`config.mk`:
```
export PLATFORM = sky130hd
export DESIGN_NAME = version_string_scanner_core
export DESIGN_NICKNAME = d
export VERILOG_FILES = /design/src/hw/rtl/vss_pkg.sv /design/src/hw/rtl/version_string_scanner_core.sv
export SDC_FILE = /design/constraint.sdc
export NUM_CORES = 1
export LEC_CHECK = 0
export ABC_AREA = 1
export BUFFER_PORTS_ARGS = -buffer_cell sky130_fd_sc_hd__buf_2
export CAP_MARGIN = 10
export CORE_MARGIN = 2
export CORE_UTILIZATION = 50
export DETAILED_ROUTE_END_ITERATION = 7
export GPL_ROUTABILITY_DRIVEN = 0
export MAX_ROUTING_LAYER = met4
export PLACE_DENSITY = 0.7
export SLEW_MARGIN = 20
export SYNTH_ARGS = -nofsm -noshare
export SYNTH_HDL_FRONTEND = slang
export SYNTH_SLANG_ARGS = --single-unit
```
`constraint.sdc`:
```
create_clock -name aclk -period 5.9 [get_ports aclk]
set_input_delay 0.59 -clock aclk [delete_from_list [all_inputs] [get_ports aclk]]
set_output_delay 0.59 -clock aclk [all_outputs]
set_load 0.1 [all_outputs]
```
`src/hw/rtl/vss_pkg.sv`:
```
`timescale 1ns / 1ps
`default_nettype none
// ----------------------------------------------------------------------------
// vss_pkg
// Types and constants shared by the version string scanner.
// ----------------------------------------------------------------------------
package vss_pkg;

    localparam int unsigned POS_W = 4;

    // match positions with special meaning
    localparam logic [POS_W-1:0] POS_MAJOR = 4'd0;
    localparam logic [POS_W-1:0] POS_DOT1  = 4'd1;
    localparam logic [POS_W-1:0] POS_DOT2  = 4'd5;
    localparam logic [POS_W-1:0] POS_END   = 4'd9;

    // last minor digit position
    localparam logic [POS_W-1:0] POS_MINOR_LAST = 4'd4;

    localparam logic [7:0] CHAR_DOT   = 8'h2e;
    localparam logic [7:0] CHAR_0     = 8'h30;
    localparam logic [7:0] CHAR_9     = 8'h39;
    localparam logic [7:0] CHAR_UC_A  = 8'h41;
    localparam logic [7:0] CHAR_UC_Z  = 8'h5a;
    localparam logic [7:0] CHAR_LC_A  = 8'h61;
    localparam logic [7:0] CHAR_LC_Z  = 8'h7a;

    typedef struct packed {
        logic [7:0] data_byte;
        logic       last_byte;
    } in_item_t;

    typedef struct packed {
        logic       found;
        logic [3:0] major;
        logic [9:0] minor;
        logic [9:0] patch;
    } out_item_t;

endpackage : vss_pkg
`default_nettype wire

```
`src/hw/rtl/version_string_scanner_core.sv`:
```
`timescale 1ns / 1ps
`default_nettype none
// ----------------------------------------------------------------------------
// version_string_scanner_core
// Scans a byte stream for a version string d.ddd.ddd and reports it.
// ----------------------------------------------------------------------------
// usage
//   s_ channel: one stream byte per transaction (data_byte, last_byte)
//   m_ channel: at most one result per input transaction
//     found=1 with major/minor/patch when a digit-only candidate is
//     terminated, found=0 with zero fields when the stream ends unmatched
//   one byte per cycle sustained while m_ready stays high; the scan state update is a compare and a
//   decimal multiply-by-ten accumulate, done in the accept cycle
//   a result is registered and is valid on m_ the cycle after its byte is accepted
//   after a version is reported every further byte is accepted and dropped
//   until reset
//   reset (aresetn low, synchronous) clears the scan state, the done flag
//   and the output valid
//   when the receiver stalls with a result held, s_ready drops until the
//   result is taken; s_ready is high again in the cycle m_ready is high,
//   so the output register never blocks back-to-back transfers
// ----------------------------------------------------------------------------
module version_string_scanner_core (
    input  wire logic               aclk,
    input  wire logic               aresetn,
    input  wire logic               s_valid,
    output logic                    s_ready,
    input  wire vss_pkg::in_item_t  s_data,
    output logic                    m_valid,
    input  wire logic               m_ready,
    output vss_pkg::out_item_t      m_data
);
    import vss_pkg::*;

    // scan state
    logic [POS_W-1:0] pos_reg, pos_next;
    logic [3:0]       major_reg, major_next;
    logic [9:0]       minor_reg, minor_next;
    logic [9:0]       patch_reg, patch_next;
    logic             all_digits_reg, all_digits_next;
    logic             done_reg, done_next;

    // output register
    logic             m_valid_reg, m_valid_next;
    out_item_t        m_data_reg, m_data_next;

    logic             accept;
    logic             is_digit;
    logic             is_alnum;
    logic             is_dot;
    logic [3:0]       digit_val;
    logic [13:0]      minor_acc_sum;
    logic [13:0]      patch_acc_sum;
    logic             emit;
    out_item_t        result;

    // output register frees up when empty or being drained
    assign s_ready = !m_valid_reg || m_ready;
    assign accept  = s_valid && s_ready;
    assign m_valid = m_valid_reg;
    assign m_data  = m_data_reg;

    // byte classification
    always_comb begin
        is_digit  = (s_data.data_byte >= CHAR_0) && (s_data.data_byte <= CHAR_9);
        is_alnum  = is_digit
                 || ((s_data.data_byte >= CHAR_UC_A) && (s_data.data_byte <= CHAR_UC_Z))
                 || ((s_data.data_byte >= CHAR_LC_A) && (s_data.data_byte <= CHAR_LC_Z));
        is_dot    = (s_data.data_byte == CHAR_DOT);
        digit_val = is_digit ? 4'(s_data.data_byte - CHAR_0) : 4'd0;
        // x*10 + d as shifts and adds
        minor_acc_sum = {1'b0, minor_reg, 3'b000} + {3'b000, minor_reg, 1'b0}
                      + {10'd0, digit_val};
        patch_acc_sum = {1'b0, patch_reg, 3'b000} + {3'b000, patch_reg, 1'b0}
                      + {10'd0, digit_val};
    end

    // scan step
    always_comb begin
        pos_next        = pos_reg;
        major_next      = major_reg;
        minor_next      = minor_reg;
        patch_next      = patch_reg;
        all_digits_next = all_digits_reg;
        done_next       = done_reg;
        emit            = 1'b0;
        result          = '0;

        if (accept && !done_reg) begin
            if (is_alnum && (pos_reg != POS_DOT1) && (pos_reg != POS_DOT2)
                    && (pos_reg < POS_END)) begin
                if (pos_reg == POS_MAJOR) begin
                    // first character opens a new candidate
                    major_next      = digit_val;
                    minor_next      = '0;
                    patch_next      = '0;
                    all_digits_next = is_digit;
                end else if (!is_digit) begin
                    all_digits_next = 1'b0;
                end else if (pos_reg <= POS_MINOR_LAST) begin
                    minor_next = minor_acc_sum[9:0];
                end else begin
                    patch_next = patch_acc_sum[9:0];
                end
                pos_next = pos_reg + POS_W'(1);
            end else if (is_dot && ((pos_reg == POS_DOT1) || (pos_reg == POS_DOT2))) begin
                pos_next = pos_reg + POS_W'(1);
            end else if (!is_alnum && !is_dot && (pos_reg == POS_END) && all_digits_reg) begin
                // terminated digit-only candidate: report and stop
                done_next    = 1'b1;
                emit         = 1'b1;
                result.found = 1'b1;
                result.major = major_reg;
                result.minor = minor_reg;
                result.patch = patch_reg;
            end else begin
                pos_next = '0;
            end

            // end of stream without a match
            if (!done_next && s_data.last_byte) begin
                emit            = 1'b1;
                result          = '0;
                pos_next        = '0;
                major_next      = '0;
                minor_next      = '0;
                patch_next      = '0;
                all_digits_next = 1'b1;
            end
        end
    end

    // output register next value
    always_comb begin
        m_valid_next = m_valid_reg;
        m_data_next  = m_data_reg;
        if (m_valid_reg && m_ready) begin
            m_valid_next = 1'b0;
        end
        if (emit) begin
            m_valid_next = 1'b1;
            m_data_next  = result;
        end
    end

    always_ff @(posedge aclk) begin
        if (!aresetn) begin
            pos_reg        <= '0;
            major_reg      <= '0;
            minor_reg      <= '0;
            patch_reg      <= '0;
            all_digits_reg <= 1'b1;
            done_reg       <= 1'b0;
            m_valid_reg    <= 1'b0;
        end else begin
            pos_reg        <= pos_next;
            major_reg      <= major_next;
            minor_reg      <= minor_next;
            patch_reg      <= patch_next;
            all_digits_reg <= all_digits_next;
            done_reg       <= done_next;
            m_valid_reg    <= m_valid_next;
        end
    end

    // payload register, no reset
    always_ff @(posedge aclk) begin
        m_data_reg <= m_data_next;
    end

endmodule : version_string_scanner_core
`default_nettype wire

```
==> results by group <==
Yosys
  • Mapped Cells: between 400 and 500
  • Mapped Area: between 0.003 and 0.004 mm²
  • Mean Syn Cell Area: 7.65 µm²
  • Sequential area share after synthesis: 37.1%
  • Post-synth top area share: 20.3%
  • Syn Nets: around 530
  • Count leader, synth: nand2_1
  • Dominant cell type by area after synthesis: edfxtp_1
  • Ys async rst share: 0%
  • Ys flop type: dfxtp_1
  • Yosys reg bits: 56
  • Synth cell types: 36
  • Post-synth EDFFs: 25
  • Area contributors post-synth: edfxtp_1 20%, dfxtp_1 17%, nand2_1 12%, ha_1 10%, nor2_1 7.2%
  • Synth warn: 0
  • Top cells by count, synth: 116 x nand2_1, 71 x nor2_1, 68 x inv_1, 48 x nand3_1

Clock tree
  • Post_cts resized: 0
  • Clock root buffer master: clkbuf_8
  • CTS tree: done
  • Clock Latency Late Sink: between 0.3 and 0.4 ns
  • CTS Sinks: 56
  • Clk slew on worst S/H paths: 0.09 ns
  • CTS Buf Count: 5
  • CTS Hold Bufs: 0
  • Clk buf depth: 2
  • Setup bufs post-CTS: 0
  • H-tree Lvls: 2

Route
  • DR pass1 iterations: 4
  • Total Wirelength: 7160 µm
  • Post-route ant nets: 0
  • 1st-iter DRT viols: between 100 and 150
  • Via/cell ratio: between 4 and 5
  • WL per Instance: between 10 and 15 µm
  • DRC violations left: 0
  • Total number of vias: 2,980

Setup path
  • Data arrival, critical path: 3.09 ns
  • CP peak stage delay: roughly 0.51 ns
  • CP Class: in2reg
  • Startpoint Class: input pin
  • Most used cell, CP: nand2_1
  • Critical path buffer and inverter count: 2
  • Crit path max fanout: 9
  • Worst path top cell family by delay: simple AND/OR/NAND/NOR gates
  • Critical Path Slowest Stage Cell: fa_1
  • CP endpoint kind: flip-flop
  • Worst Path Required: between 6 and 7 ns
  • CP Cell Sequence: buf_2, nor2_1, nand2_1, nor2_2, nand2_1, fa_1, inv_1, fa_1, a21oi_1, xor2_1, nor2_1, nand2_1, nand3_1, nand2_1, nor2_1

STA
  • Final setup violation count: 0
  • Pins Over Slew Limit: 0
  • Final worst slack: between 3 and 4 ns
  • FMAX: ~0.35 GHz
  • Slew @ Worst Pin: 0.998 ns
  • Tcrit/Tclk final: slightly below 50%
  • Hold Worst Slack: about 0.48 ns
  • Max-slew headroom: about 33%
  • Tmin final: 2.89 ns
  • Max Clock Skew: around 0.0080 ns
  • RSZ-0062 raised after global routing: false
  • Final Hold Fails: 0
  • TNS Setup: 0 ns

Place
  • DP Worst Slack: around 2.7 ns
  • PortBufs: 39
  • Dpl hpwl: 5420 µm

Outcome
  • Status: complete, no violations

Power and ir drop
  • Pwr dens: roughly 210 mW/mm²
  • Peak supply drop: approximately 0.10 mV
  • Clock power frac: between 20 and 25%
  • Combinational Power Share: a little under a quarter
  • Sequential share of power: 51.9%
  • Psw: roughly 280 µW
  • P_int: between 500 and 600 µW
  • Pleak: just under 2 nW
  • Sw Ratio: 33.1%

GRT
  • Initial antenna violation count: 0
  • Largest net degree at the start of global routing: 29
  • Grt total ovfl: 0
  • Vias in the first global route: roughly 2.8k
  • All-Layer GR Usage: approximately a fifth
  • First-pass GRT wire length: 12,800 µm

Die
  • Die Y: 90.0 µm
  • Chip width: approximately 90 µm
  • Core area: roughly 0.0072 mm²
  • IO Count: 40
  • # rows: 31
  • Starting density of the core: just over 50%
  • Die ar.: 0.00810 mm²

Finish
  • Filler Cell Count: between 700 and 800
  • # nets final: roughly 570
  • Final design utilization: between 50% and 60%
  • Area growth from synthesis to layout: 8.09%
  • Ant. Diodes: 0
  • Number of flip-flops in the largest register: 25
  • Share of layout cells above drive strength 1: 13.9%

Flow run
  • Max Cap Viol: 0

Min path
  • Hold Path Class: reg2reg
-- power groups by stage --
stage / registers [mW] / logic, mW / clock network [mW]
after floorplan: 0.488 / 0.120 / 0
after global placement: 0.444 / 0.192 / 0
after detailed placement: 0.444 / 0.194 / 0
after CTS: 0.435 / 0.195 / 0.215
after global routing: 0.437 / 0.219 / 0.229
final: 0.435 / 0.194 / 0.209
-- metrics by stage --
| stage | area [µm²] | total power [mW] | cells |
|---|---|---|---|
| after floorplan | 3700 | 0.608 | 483 |
| final | 4000 | 0.838 | 618 |
| after global placement | 3900 | 0.635 | 610 |
| after detailed placement | 3900 | 0.638 | 610 |
| after global routing | 4000 | 0.885 | 618 |
| after CTS | 4000 | 0.845 | 618 |
-- cell usage in the layout (no fill, tap or decap), types with 2 or more instances in the layout --
cell,instances
nand2_1,116
nor2_1,71
inv_1,68
nand3_1,48
buf_2,39
ha_1,31
dfxtp_1,31
a21oi_1,27
edfxtp_1,25
xor2_1,8
nand2_2,5
nand4_1,5
clkbuf_8,5
clkinv_1,4
nor2_2,4
nand2_4,4
fa_1,4
nand3_2,3
xnor2_1,3
inv_2,2
nand2_8,2
-- routing by layer --
layer | up-vias | track usage (%) | share of wire (%)
li1 | 1592 | - | -
met1 | 1319 | 26.3 | 49
met2 | 60 | 31.1 | 46
met3 | 9 | 2.68 | 3.8
met4 | 0 | 4.87 | 1.3
met5 | - | - | 0
-- cells by family (layout without fill, tap and decap cells) --
logic type	count (synthesis)	count (layout)	synth area share, %
flops	56	56	37.1
simple gates	261	261	31.8
buf+inv	86	122	10.7
fa+ha+maj	35	35	12.7
compound gates	34	34	5.18
xor+xnor	11	11	2.61
-- worst paths after layout --
kind                                   start           end  slack (ns)  depth (start not counted)
worst min register to register  major_reg[2]  major_reg[2]        0.48                          2
worst max register to register    pos_reg[1]     m_data[4]        3.19                          8
worst max-delay path               s_data[8]  patch_reg[6]        3.01                         15
worst min-delay path            major_reg[2]  major_reg[2]        0.48                          2
-- worst register-to-register path: stages, from the launching register on --
cell and delay [ns]:
dfxtp_1 0.39, inv_1 0.08, ha_1 0.21, nand4_1 0.11
nor2_2 0.06, o21ai_4 0.11, nand2_1 0.10, nand2_2 0.42
nand2_1 0.74
-- cell type report --
type                       instances  area, µm²  area share, %
clock buffer                       5       68.8           1.72
clock inverter                     3       22.5          0.564
inverter                          75        284           7.11
multi-input combinational        341       1930           48.3
sequential                        56       1370           34.3
tap                               99        124           3.10
timing repair buffer              39        195           4.89
No activity file was read; power rests on OpenSTA's default activity.
